==> config.mk <==
export PLATFORM = sky130hd
export DESIGN_NAME = cwsd_ctrl_flat
export DESIGN_NICKNAME = d
export VERILOG_FILES = /design/src/design/cwsd_pkg.sv /design/src/design/cwsd_if.sv /design/src/design/cwsd_ctrl.sv /design/src/flat_wrapper.sv
export SDC_FILE = /design/constraint.sdc
export NUM_CORES = 2
export LEC_CHECK = 0
export ABC_AREA = 1
export ABC_CLOCK_PERIOD_IN_PS = 13850
export BUFFER_PORTS_ARGS = -buffer_cell sky130_fd_sc_hd__buf_4
export CAP_MARGIN = 10
export CORE_UTILIZATION = 54
export CTS_BUF_LIST = sky130_fd_sc_hd__clkbuf_2 sky130_fd_sc_hd__clkbuf_4 sky130_fd_sc_hd__clkbuf_8
export DETAILED_ROUTE_END_ITERATION = 16
export PLACE_DENSITY = 0.76
export RECOVER_POWER = 25
export SLEW_MARGIN = 20
export SYNTH_ARGS = -nofsm -noshare
export SYNTH_HDL_FRONTEND = slang
export SYNTH_SLANG_ARGS = --single-unit
==> constraint.sdc <==
create_clock -name clk -period 13.85 [get_ports clk]
set_input_delay 2.0775 -clock clk [delete_from_list [all_inputs] [get_ports clk]]
set_output_delay 2.0775 -clock clk [all_outputs]
set_load 0.02 [all_outputs]
==> src/design/cwsd_pkg.sv <==
// Shared constants, types and codes of the centered window sum decimator.
package cwsd_pkg;

    // Block sizing
    localparam int CHANNELS   = 8;
    localparam int MAX_WINDOW = 63;
    localparam int MAX_FRAMES = 65536;

    // Field widths
    localparam int CH_W       = 3;
    localparam int SAMPLE_W   = 32;
    localparam int SUM_W      = 38;
    localparam int CIDX_W     = 16;
    localparam int WS_W       = 6;
    localparam int FS_W       = 8;
    localparam int CFG_IDX_W  = 1;
    localparam int CFG_DATA_W = 8;
    localparam int CIDX_MAX   = (1 << CIDX_W) - 1;

    // Per-channel history ring of prefix sums
    localparam int RING_LEN    = 64;
    localparam int RING_AW     = 6;
    localparam int RING_DEPTH  = CHANNELS * RING_LEN;
    localparam int RING_ADDR_W = $clog2(RING_DEPTH);

    // Derived widths
    localparam int CH_IDX_W = (CHANNELS > 1) ? $clog2(CHANNELS) : 1;
    localparam int FRAME_W  = $clog2(MAX_FRAMES);
    localparam int FCNT_W   = $clog2(MAX_FRAMES + 1);

    // Largest usable odd window and its half width
    localparam int WIN_ODD     = ((MAX_WINDOW % 2) == 0) ? MAX_WINDOW - 1 : MAX_WINDOW;
    localparam int WIN_ODD_MAX = (WIN_ODD > 63) ? 63 : WIN_ODD;
    localparam int H_MAX       = WIN_ODD_MAX / 2;
    localparam int H_W         = (H_MAX > 0) ? $clog2(H_MAX + 1) : 1;

    // Configuration register indexes
    typedef enum logic [CFG_IDX_W-1:0] {
        REG_WINDOW_SIZE = CFG_IDX_W'(0),
        REG_FRAME_SKIP  = CFG_IDX_W'(1)
    } cfg_reg_t;

    // Decoded configuration handed to the sequencer
    typedef struct packed {
        logic [H_W-1:0]  half;
        logic [FS_W-1:0] skip;
    } cfg_t;

    // Ring write and read requests
    typedef struct packed {
        logic                   en;
        logic [RING_ADDR_W-1:0] addr;
        logic [SUM_W-1:0]       data;
    } ring_wr_t;

    typedef struct packed {
        logic                   en;
        logic [RING_ADDR_W-1:0] addr;
    } ring_rd_t;

    // Sequencer states
    typedef enum logic [2:0] {
        ST_IDLE,
        ST_UPDATE,
        ST_NORM,
        ST_FREAD,
        ST_FEMIT
    } state_t;

endpackage

==> src/design/cwsd_if.sv <==
// Valid/ready channel interfaces for samples in and window sums out.
interface cwsd_in_if;
    import cwsd_pkg::*;

    logic                       valid;
    logic                       ready;
    logic [CH_W-1:0]            channel;
    logic signed [SAMPLE_W-1:0] sample;
    logic                       last_sample;

    modport source (output valid, channel, sample, last_sample, input ready);
    modport sink   (input valid, channel, sample, last_sample, output ready);
endinterface

interface cwsd_out_if;
    import cwsd_pkg::*;

    logic                    valid;
    logic                    ready;
    logic [CH_W-1:0]         out_channel;
    logic [CIDX_W-1:0]       center_index;
    logic signed [SUM_W-1:0] window_sum;
    logic                    last_result;
    logic                    overflow;

    modport source (output valid, out_channel, center_index, window_sum, last_result,
                    overflow, input ready);
    modport sink   (input valid, out_channel, center_index, window_sum, last_result,
                    overflow, output ready);
endinterface

==> src/design/cwsd_ctrl.sv <==
// Sequencer: per-channel state, prefix-sum update, window differences and flush walk.
module cwsd_ctrl (
    input  logic                        clk,
    input  logic                        rst_n,
    cwsd_in_if.sink                     samples,
    cwsd_out_if.source                  sums,
    input  cwsd_pkg::cfg_t              cfg,
    output cwsd_pkg::ring_wr_t          ring_wr,
    output cwsd_pkg::ring_rd_t          ring_rd,
    input  logic [cwsd_pkg::SUM_W-1:0]  ring_rdata
);
    import cwsd_pkg::*;

    // Ring address of a frame of a channel
    function automatic logic [RING_ADDR_W-1:0] ring_addr(input logic [CH_IDX_W-1:0] ch,
                                                         input logic [RING_AW-1:0] f);
        ring_addr = RING_ADDR_W'(ch) * RING_ADDR_W'(RING_LEN) + RING_ADDR_W'(f);
    endfunction

    state_t state_reg, state_next;

    // Per-channel state
    logic [FCNT_W-1:0] fc_reg    [CHANNELS];
    logic [SUM_W-1:0]  pre_reg   [CHANNELS];
    logic [FS_W-1:0]   phase_reg [CHANNELS];
    logic              ovf_reg   [CHANNELS];

    logic              chan_we;
    logic [FCNT_W-1:0] fc_cur, fc_next;
    logic [SUM_W-1:0]  pre_cur, pre_next;
    logic [FS_W-1:0]   ph_cur, ph_next;
    logic              ovf_cur, ovf_next;

    // Current item
    logic [CH_IDX_W-1:0]        ch_reg;
    logic signed [SAMPLE_W-1:0] x_reg;
    logic                       last_reg;
    logic [FRAME_W-1:0]         c_reg, c_next;
    logic [FRAME_W-1:0]         fstart_reg, fstart_next;
    logic [H_W-1:0]             cnt_reg, cnt_next;
    logic [H_W-1:0]             fcnt_reg, fcnt_next;
    logic                       sub_reg, sub_next;
    logic [SUM_W-1:0]           ptop_reg, ptop_next;

    // Output register
    logic                    ov_reg;
    logic [CH_W-1:0]         o_ch_reg;
    logic [CIDX_W-1:0]       o_cidx_reg;
    logic [SUM_W-1:0]        o_sum_reg;
    logic                    o_last_reg;
    logic                    o_ovf_reg;

    // Datapath terms
    logic                    accept, ch_ok;
    logic                    t_full, has_center, sub_u, sub_f;
    logic [FCNT_W-1:0]       h_f, two_h1, sub_frame;
    logic [FRAME_W-1:0]      tl_u, h_fr, fstart_u, fread_frame;
    logic [H_W-1:0]          fcnt_u, k_after;
    logic [SUM_W-1:0]        x_ext, pnew, win_sum;
    logic [FS_W:0]           ph_inc, fs_ext;
    logic [FS_W-1:0]         ph_step;
    logic                    produce, more, can_load, stall, load;
    logic [CIDX_W-1:0]       cidx;

    assign fc_cur  = fc_reg[ch_reg];
    assign pre_cur = pre_reg[ch_reg];
    assign ph_cur  = phase_reg[ch_reg];
    assign ovf_cur = ovf_reg[ch_reg];

    // Input handshake
    assign samples.ready = (state_reg == ST_IDLE);
    assign accept        = samples.valid && samples.ready;
    assign ch_ok         = 32'(samples.channel) < 32'(CHANNELS);

    // Frame bookkeeping for the newest sample
    assign h_f        = FCNT_W'(cfg.half);
    assign two_h1     = FCNT_W'({cfg.half, 1'b1});
    assign t_full     = (fc_cur == FCNT_W'(MAX_FRAMES));
    assign has_center = !t_full && (fc_cur >= h_f);
    assign sub_u      = (fc_cur >= two_h1);
    assign sub_frame  = fc_cur - two_h1;
    assign tl_u       = t_full ? FRAME_W'(MAX_FRAMES - 1) : FRAME_W'(fc_cur);
    assign x_ext      = {{(SUM_W - SAMPLE_W){x_reg[SAMPLE_W-1]}}, x_reg};
    assign pnew       = pre_cur + x_ext;

    // Flush range: centers tl-h+1 .. tl, clipped at frame zero
    assign h_fr     = FRAME_W'(cfg.half);
    assign fstart_u = (tl_u >= h_fr) ? tl_u - h_fr + FRAME_W'(1) : '0;
    assign fcnt_u   = (tl_u >= h_fr) ? cfg.half : H_W'(tl_u) + H_W'(1);

    // Flush window start: subtract prefix at c-h-1 when the window is not clipped
    assign sub_f       = (c_reg > h_fr);
    assign fread_frame = c_reg - h_fr - FRAME_W'(1);

    // Window difference and center phase step
    assign win_sum = ptop_reg - (sub_reg ? ring_rdata : '0);
    assign fs_ext  = {1'b0, cfg.skip};
    assign ph_inc  = {1'b0, ph_cur} + (FS_W + 1)'(1);
    assign ph_step = (ph_inc >= fs_ext) ? '0 : ph_inc[FS_W-1:0];
    assign produce = (ph_cur == '0);
    assign k_after = (state_reg == ST_NORM) ? (last_reg ? fcnt_reg : '0)
                                            : cnt_reg - H_W'(1);
    // A later center yields a result if the phase reaches zero within k_after steps
    assign more     = (k_after != '0) &&
                      ((ph_step == '0) || ((FS_W + 1)'(k_after) > (fs_ext - {1'b0, ph_step})));
    assign can_load = !ov_reg || sums.ready;
    assign stall    = produce && !can_load;
    assign cidx     = (32'(c_reg) > 32'(CIDX_MAX)) ? CIDX_W'(CIDX_MAX) : CIDX_W'(c_reg);

    // State register
    always_ff @(posedge clk or negedge rst_n)
    begin
        if (!rst_n)
        begin
            state_reg <= ST_IDLE;
        end
        else
        begin
            state_reg <= state_next;
        end
    end

    // Next state, channel updates and ring requests
    always_comb
    begin
        state_next  = state_reg;
        chan_we     = 1'b0;
        fc_next     = fc_cur;
        pre_next    = pre_cur;
        ph_next     = ph_cur;
        ovf_next    = ovf_cur;
        c_next      = c_reg;
        fstart_next = fstart_reg;
        cnt_next    = cnt_reg;
        fcnt_next   = fcnt_reg;
        sub_next    = sub_reg;
        ptop_next   = ptop_reg;
        ring_wr     = '0;
        ring_rd     = '0;
        load        = 1'b0;

        unique case (state_reg)
            ST_IDLE:
            begin
                if (accept && ch_ok)
                begin
                    state_next = ST_UPDATE;
                end
            end

            ST_UPDATE:
            begin
                chan_we     = 1'b1;
                fstart_next = fstart_u;
                fcnt_next   = fcnt_u;
                if (t_full)
                begin
                    // Sample dropped past the frame limit
                    ovf_next  = 1'b1;
                    ptop_next = pre_cur;
                    if (!last_reg)
                    begin
                        state_next = ST_IDLE;
                    end
                    else if (fcnt_u == '0)
                    begin
                        fc_next    = '0;
                        pre_next   = '0;
                        ph_next    = '0;
                        ovf_next   = 1'b0;
                        state_next = ST_IDLE;
                    end
                    else
                    begin
                        c_next     = fstart_u;
                        cnt_next   = fcnt_u;
                        state_next = ST_FREAD;
                    end
                end
                else
                begin
                    // Store the new prefix sum and fetch the one before the window
                    ring_wr.en   = 1'b1;
                    ring_wr.addr = ring_addr(ch_reg, fc_cur[RING_AW-1:0]);
                    ring_wr.data = pnew;
                    fc_next      = fc_cur + FCNT_W'(1);
                    pre_next     = pnew;
                    ptop_next    = pnew;
                    if (has_center)
                    begin
                        c_next       = FRAME_W'(fc_cur - h_f);
                        sub_next     = sub_u;
                        ring_rd.en   = sub_u;
                        ring_rd.addr = ring_addr(ch_reg, sub_frame[RING_AW-1:0]);
                        state_next   = ST_NORM;
                    end
                    else if (last_reg)
                    begin
                        c_next     = fstart_u;
                        cnt_next   = fcnt_u;
                        state_next = ST_FREAD;
                    end
                    else
                    begin
                        state_next = ST_IDLE;
                    end
                end
            end

            ST_NORM:
            begin
                load = produce && can_load;
                if (!stall)
                begin
                    chan_we = 1'b1;
                    ph_next = ph_step;
                    if (!last_reg)
                    begin
                        state_next = ST_IDLE;
                    end
                    else if (fcnt_reg == '0)
                    begin
                        fc_next    = '0;
                        pre_next   = '0;
                        ph_next    = '0;
                        ovf_next   = 1'b0;
                        state_next = ST_IDLE;
                    end
                    else
                    begin
                        c_next     = fstart_reg;
                        cnt_next   = fcnt_reg;
                        state_next = ST_FREAD;
                    end
                end
            end

            ST_FREAD:
            begin
                sub_next     = sub_f;
                ring_rd.en   = sub_f;
                ring_rd.addr = ring_addr(ch_reg, fread_frame[RING_AW-1:0]);
                state_next   = ST_FEMIT;
            end

            ST_FEMIT:
            begin
                load = produce && can_load;
                if (!stall)
                begin
                    chan_we  = 1'b1;
                    ph_next  = ph_step;
                    c_next   = c_reg + FRAME_W'(1);
                    cnt_next = cnt_reg - H_W'(1);
                    if (cnt_reg == H_W'(1))
                    begin
                        // End of sequence: clear the channel
                        fc_next    = '0;
                        pre_next   = '0;
                        ph_next    = '0;
                        ovf_next   = 1'b0;
                        state_next = ST_IDLE;
                    end
                    else
                    begin
                        state_next = ST_FREAD;
                    end
                end
            end

            default:
            begin
                state_next = ST_IDLE;
            end
        endcase
    end

    // Per-channel state and output valid
    always_ff @(posedge clk or negedge rst_n)
    begin
        if (!rst_n)
        begin
            for (int i = 0; i < CHANNELS; i++)
            begin
                fc_reg[i]    <= '0;
                pre_reg[i]   <= '0;
                phase_reg[i] <= '0;
                ovf_reg[i]   <= 1'b0;
            end
            ov_reg <= 1'b0;
        end
        else
        begin
            if (chan_we)
            begin
                fc_reg[ch_reg]    <= fc_next;
                pre_reg[ch_reg]   <= pre_next;
                phase_reg[ch_reg] <= ph_next;
                ovf_reg[ch_reg]   <= ovf_next;
            end
            if (load)
            begin
                ov_reg <= 1'b1;
            end
            else if (sums.ready)
            begin
                ov_reg <= 1'b0;
            end
        end
    end

    // Item and result payload
    always_ff @(posedge clk)
    begin
        if (accept)
        begin
            ch_reg   <= CH_IDX_W'(samples.channel);
            x_reg    <= samples.sample;
            last_reg <= samples.last_sample;
        end
        c_reg      <= c_next;
        fstart_reg <= fstart_next;
        cnt_reg    <= cnt_next;
        fcnt_reg   <= fcnt_next;
        sub_reg    <= sub_next;
        ptop_reg   <= ptop_next;
        if (load)
        begin
            o_ch_reg   <= CH_W'(ch_reg);
            o_cidx_reg <= cidx;
            o_sum_reg  <= win_sum;
            o_last_reg <= !more;
            o_ovf_reg  <= ovf_cur;
        end
    end

    assign sums.valid        = ov_reg;
    assign sums.out_channel  = o_ch_reg;
    assign sums.center_index = o_cidx_reg;
    assign sums.window_sum   = o_sum_reg;
    assign sums.last_result  = o_last_reg;
    assign sums.overflow     = o_ovf_reg;

endmodule

==> src/flat_wrapper.sv <==
// flat-port wrapper written by rule: the top's interface ports become plain ports
module cwsd_ctrl_flat import cwsd_pkg::*;
  (clk, rst_n, cfg, ring_wr, ring_rd, ring_rdata, samples_valid, samples_channel, samples_sample, samples_last_sample, samples_ready, sums_valid, sums_out_channel, sums_center_index, sums_window_sum, sums_last_result, sums_overflow, sums_ready);
  cwsd_in_if samples_i ();
  cwsd_out_if sums_i ();
  input  logic clk;
  input  logic rst_n;
  input  cwsd_pkg::cfg_t cfg;
  output cwsd_pkg::ring_wr_t ring_wr;
  output cwsd_pkg::ring_rd_t ring_rd;
  input  logic [cwsd_pkg::SUM_W-1:0] ring_rdata;
  input wire logic [$bits(samples_i.valid)-1:0] samples_valid;
  input wire logic [$bits(samples_i.channel)-1:0] samples_channel;
  input wire logic [$bits(samples_i.sample)-1:0] samples_sample;
  input wire logic [$bits(samples_i.last_sample)-1:0] samples_last_sample;
  output wire logic [$bits(samples_i.ready)-1:0] samples_ready;
  output wire logic [$bits(sums_i.valid)-1:0] sums_valid;
  output wire logic [$bits(sums_i.out_channel)-1:0] sums_out_channel;
  output wire logic [$bits(sums_i.center_index)-1:0] sums_center_index;
  output wire logic [$bits(sums_i.window_sum)-1:0] sums_window_sum;
  output wire logic [$bits(sums_i.last_result)-1:0] sums_last_result;
  output wire logic [$bits(sums_i.overflow)-1:0] sums_overflow;
  input wire logic [$bits(sums_i.ready)-1:0] sums_ready;
  assign samples_i.valid = samples_valid;
  assign samples_i.channel = samples_channel;
  assign samples_i.sample = samples_sample;
  assign samples_i.last_sample = samples_last_sample;
  assign samples_ready = samples_i.ready;
  assign sums_valid = sums_i.valid;
  assign sums_out_channel = sums_i.out_channel;
  assign sums_center_index = sums_i.center_index;
  assign sums_window_sum = sums_i.window_sum;
  assign sums_last_result = sums_i.last_result;
  assign sums_overflow = sums_i.overflow;
  assign sums_i.ready = sums_ready;
  cwsd_ctrl u_core (.clk(clk), .rst_n(rst_n), .samples(samples_i), .sums(sums_i), .cfg(cfg), .ring_wr(ring_wr), .ring_rd(ring_rd), .ring_rdata(ring_rdata));
endmodule
-- Word level (Yosys, flattened, before mapping)
Cells that the tools add are included.
- word-level logic and storage cells: 231
- output and inout port bits: 119
- bits in registers: 692
- eq/ne operators: 18
- $lt $le $gt $ge: 8
- add/sub/neg operators: 17
- reductions and logical operators: 26
- multiplexer cells: 113
- bitwise gates (word level): 1
- operators with widths (cell ; number):
    $mux 38 ; 13
    $bwmux 304 ; 1
    $mux 17 ; 11
    $mux 16 ; 11
    $bwmux 136 ; 1
    $bmux 38 s3 ; 1
    $demux 38 s3 ; 1
    $pmux 38 s3 ; 1
    $mux 48 ; 2
    $mux 8 ; 12
    $bwmux 64 ; 1
    $mux 5 ; 12
    $bmux 17 s3 ; 1
    $demux 17 s3 ; 1
    $pmux 17 s3 ; 1
    $pmux 16 s3 ; 1
    $add 38x38->38 ; 1
    $sub 38x38->38 ; 1
    $add 16x1->16 const B ; 2
    $sub 16x5->16 ; 2
    $add 9x6->9 ; 3
    $bmux 8 s3 ; 1
    $demux 8 s3 ; 1
    $pmux 8 s3 ; 1
    51 further kinds ; 100

-- Depth between registers and ports, before layout
- depth after elaboration: 14
- gate-level depth with buffers: 45
- gate-level depth less buffers: 38

-- Least setup slack after synthesis
Ideal clock, no wire load.
- kind: input to register
- start: input port sums_ready
- end: register u_core.ov_reg, in the netlist u_core.sums.valid
- path buffers: 0
- arrival: 8.479 ns
- setup time: 0.100 ns
- stages: 3
- path slack: 5.272 ns
- data required time: 13.750 ns
- cells stage by stage: nor2_1 nor4_1 or2_2
- word-level cells in the longest chain between the ends: 4
- ends and longest elaborated chain (element ; RTL line ; source):
    start: declaration ; flat_wrapper.sv:23 ; input wire logic [$bits(sums_i.ready)-1:0] sums_ready;
    $logic_or 1x1->1 (*) ; cwsd_ctrl.sv:106 ; assign can_load = !ov_reg || sums.ready;
    $logic_and 1x1->1 (*) ; cwsd_ctrl.sv:212, cwsd_ctrl.sv:248 ;
    $mux 1 (*) ; -- ;
    via u_core.load ; cwsd_ctrl.sv:62 ; logic produce, more, can_load, stall, load;
    $mux 1 / $reduce_bool 2->1 (equally long branches) ; -- ;
    end signal: assignment ; cwsd_ctrl.sv:290 ; ov_reg <= 1'b0;
    end signal: assignment ; cwsd_ctrl.sv:303 ; ov_reg <= 1'b1;
    end signal: assignment ; cwsd_ctrl.sv:307 ; ov_reg <= 1'b0;
    end: declaration ; cwsd_ctrl.sv:46 ; logic ov_reg;
Mark *: on every way through the listed nets, which the timed path passes. The rest lies on a longest branch.
A chain may end at the register's enable or synchronous reset.

==> metrics.md <==
| Metric | Value |
|---|---|
| CTS tree | `built` |
| Final Cycle Share | `67.64%` |
| Clock transition at path regs | `60 ps` |
| Ys flop type | `dfrtp_1` |
| Die area | `74240 um^2` |
| Crit path launch type | `flop` |
| Register-to-register setup slack | `5550 ps` |
| DIE WIDTH | `272.5 um` |
| Slew @ Worst Pin | `6860 ps` |
| Clk_lat worst skew | `790 ps` |
| Final HPWL DP | `82510 um` |
| DR vias/cell | `5.767` |
| R2r worst-path depth | `31` |
| Post-Route Utilization | `61.48%` |
| Violated checks | `capacitance limit, slew limit` |
| Post-Route WL | `125000 um` |
| First-pass DRT Iterations | `6` |
| Register area share after synthesis | `46.06%` |
| FP Rows | `98` |
| Global-route wire length before repair | `192800 um` |
| Worst Path Class, Setup | `reg -> out` |
| Post-Syn Instances | `5014` |
| Ranking of synthesized cells by area | `dfrtp_1 (33%), nand2_1 (19%), edfxtp_1 (13%)` |
| Commonest cells in the synthesized netlist | `nand2_1 (1983), dfrtp_1 (516), inv_1 (455)` |
| Fin cells | `6219` |
| Root Buffer | `clkbuf_8` |
| Largest net degree at the start of global routing | `175` |
| Number of flops mapped to enable cells by yosys | `176` |
| Max_slew headroom | `-357.3%` |
| DRC Markers | `0` |
| Overall die height | `272.5 um` |
| Inserted Clock Buffers | `112` |
| Synthesized flop and latch total | `692` |
| Initial Util | `54.88%` |
| Hold slack final | `479.1 ps` |
| WL/cell | `20.10 um` |
| Leakage | `0.02205 uW` |
| Synth async-reset ratio | `74.57%` |
| Hold_buf cts | `0` |
| Final ANT Viol Nets | `0` |
| Post-placement cell count | `6011` |
| Leading area contributor after synthesis | `dfrtp_1` |
| Initial antenna violation count | `2` |
| Share of cells above drive strength 1 | `11.77%` |
| Multi-input logic area | `18570 um^2` |
| Most common cell in the netlist | `nand2_1` |
| Post-CTS sizing | `0` |
| Placer Congestion | `0.9829` |
| Clock skew | `57.21 ps` |
| Clock buffer depth | `3` |
| Post-Syn Area | `39500 um^2` |
| Overall via count from detail_route | `35870` |
| Post-CTS setup buffers | `0` |
| Sequential cell area | `18200 um^2` |
| Hold Path Cell Cnt | `2` |
| Syn avg cell area | `7.879 um^2` |
| Fin crit period | `9368 ps` |
| Htree depth | `3` |
| Number of flip-flops in the largest register | `304` |
| Final Hold Vio Count | `0` |
| Syn_nets | `5263` |
| Distinct cell type count after synthesis | `67` |
| Worst Setup End Kind | `output pin` |
| CP arrival | `7290 ps` |
| MaxCap Viol Count | `5` |
| Reg2reg start | `u_core.ch_reg[0]$_DFFE_PP_` |
| Top achievable clock speed | `106.7 MHz` |
| CTS sink count | `692` |
| Drt first-iter violations | `4428` |
| Required @ worst endpoint | `11770 ps` |
| Pwr/cell area | `265.1 nW/um^2` |
| RSZ-0062 raised after global routing | `false` |
| Synth top area share | `32.69%` |
| Setup TNS after final layout | `0 ps` |
| CP startpoint | `u_core.ch_reg[0]$_DFFE_PP_` |
| Grt ovf | `0` |
| Worst-path maximum fanout | `64` |
| Fill count | `6259` |
| HP Class | `reg -> reg` |
| Status | `finished with violations` |
| Nets | `5425` |
| Max Slew Vio Count | `297` |
| Worst r2r dst | `u_core.pre_reg[72]$_DFFE_PN0P_` |
| Core area | `71980 um^2` |
| IO Pins | `210` |
| Worst VDD drop | `122.4 uV` |
| Overall routing resource usage | `33.46%` |
| Vias in the first global route | `33800` |
| Area Growth Syn to Fin | `12.02%` |
| PortBufs | `209` |
| Setup violations, final | `0` |
| YS warnings | `0` |
| Setup crit end | `ring_rd[7]` |
worst min-delay path by stage:
| stage | start | endpoint | slack, ps |
|---|---|---|---|
| 3_3_place_gp | u_core.pre_reg[263]$_DFFE_PN0P_ | u_core.pre_reg[263]$_DFFE_PN0P_ | 460 |
| 4_1_cts | u_core.pre_reg[197]$_DFFE_PN0P_ | u_core.pre_reg[197]$_DFFE_PN0P_ | 480 |
| 6_report | u_core.fc_reg[33]$_DFFE_PN0P_ | u_core.fc_reg[33]$_DFFE_PN0P_ | 480 |
| 3_5_place_dp | u_core.pre_reg[263]$_DFFE_PN0P_ | u_core.pre_reg[263]$_DFFE_PN0P_ | 470 |
| 5_1_grt | u_core.pre_reg[255]$_DFFE_PN0P_ | u_core.pre_reg[255]$_DFFE_PN0P_ | 490 |
| 2_1_floorplan | u_core.pre_reg[128]$_DFFE_PN0P_ | u_core.pre_reg[128]$_DFFE_PN0P_ | 450 |
layout by cell type, fill, tap and decap left out, types with 8 or more instances in the layout:
master / Yosys / final
a21o_1: 8 / 8
a21oi_1: 204 / 204
a221oi_1: 43 / 43
a22o_1: 31 / 31
a22oi_1: 47 / 47
a31oi_1: 25 / 25
buf_4: 7 / 210
clkbuf_1: 91 / 14
clkbuf_4: 0 / 66
clkbuf_8: 0 / 141
clkinv_2: 0 / 10
dfrtp_1: 516 / 516
edfxtp_1: 176 / 176
fa_1: 8 / 8
ha_1: 150 / 150
inv_1: 455 / 453
inv_2: 28 / 30
nand2_1: 1983 / 1983
nand2_2: 28 / 28
nand2_4: 28 / 28
nand3_1: 150 / 150
nand3_2: 10 / 10
nand4_1: 60 / 60
nand4_2: 8 / 8
nand4_4: 22 / 22
nor2_1: 290 / 284
nor2_4: 5 / 14
nor3_1: 29 / 28
nor4_1: 13 / 12
o211ai_1: 28 / 28
o21ai_0: 207 / 207
o21ai_1: 69 / 69
o22ai_1: 19 / 19
or2_2: 11 / 11
xnor2_1: 26 / 26
xor2_1: 43 / 43
per-stage QoR:
step                      cell area (um^2)  power, uW  worst slack, ps
after floorplan                      39500       7598             5272
after global placement               41750       9439             5884
after CTS                            44300      11560             4957
final                                44250      11730             4482
after detailed placement             41750       9551             5767
after global routing                 44250      12490             3894
cells by family (layout without fill, tap and decap cells):
logic type / after synthesis / after routing / synth area share (%)
buffers and inverters: 696 / 950 / 7.133
adder cells (fa/ha/maj): 158 / 158 / 5.156
XOR/XNOR: 69 / 69 / 1.530
other: 0 / 1 / 0
AND/OR/NAND/NOR: 2659 / 2659 / 28.80
flip-flops: 692 / 692 / 46.06
AO/OA/AOI/OAI: 740 / 740 / 11.32
area by class of cell:
type	instances	area share [%]
Antenna cell	1	0.005655
Clock buffer	178	5.013
Clock inverter	28	0.7465
Inverter	488	4.156
Multi-Input combinational cell	3626	41.96
Sequential cell	692	41.12
Tap cell	950	2.686
Timing Repair Buffer	256	4.309
power breakdown:
part,internal (uW),switching [uW]
Clock,1100,885
Combinational,1860,4350
Sequential,3120,408
metal layers:
metal  vias to the layer above  global-route usage [%]  share of wire [%]
li1                      16640                       -                  -
met1                     17020                   47.90                 42
met2                      1965                   50.82                 44
met3                       246                   6.912                 11
met4                         2                   10.69                2.9
met5                         -                       0              0.010
worst max-delay path: stages (launching register included):
cell	delay [ps]
edfxtp_1	380
clkbuf_1	2240
nand2_1	170
o211ai_1	210
nand2_1	120
nor2_1	490
inv_1	280
ha_1	390
o21ai_0	90
inv_1	70
nor2_1	80
inv_1	60
nor2_1	160
inv_1	110
nor2_1	100
inv_1	60
nor2_1	90
nand2_1	110
nand2_1	380
nor2_1	210
nor2_1	450
nor3_1	100
buf_4	180
(Power assumes the default switching activity.)
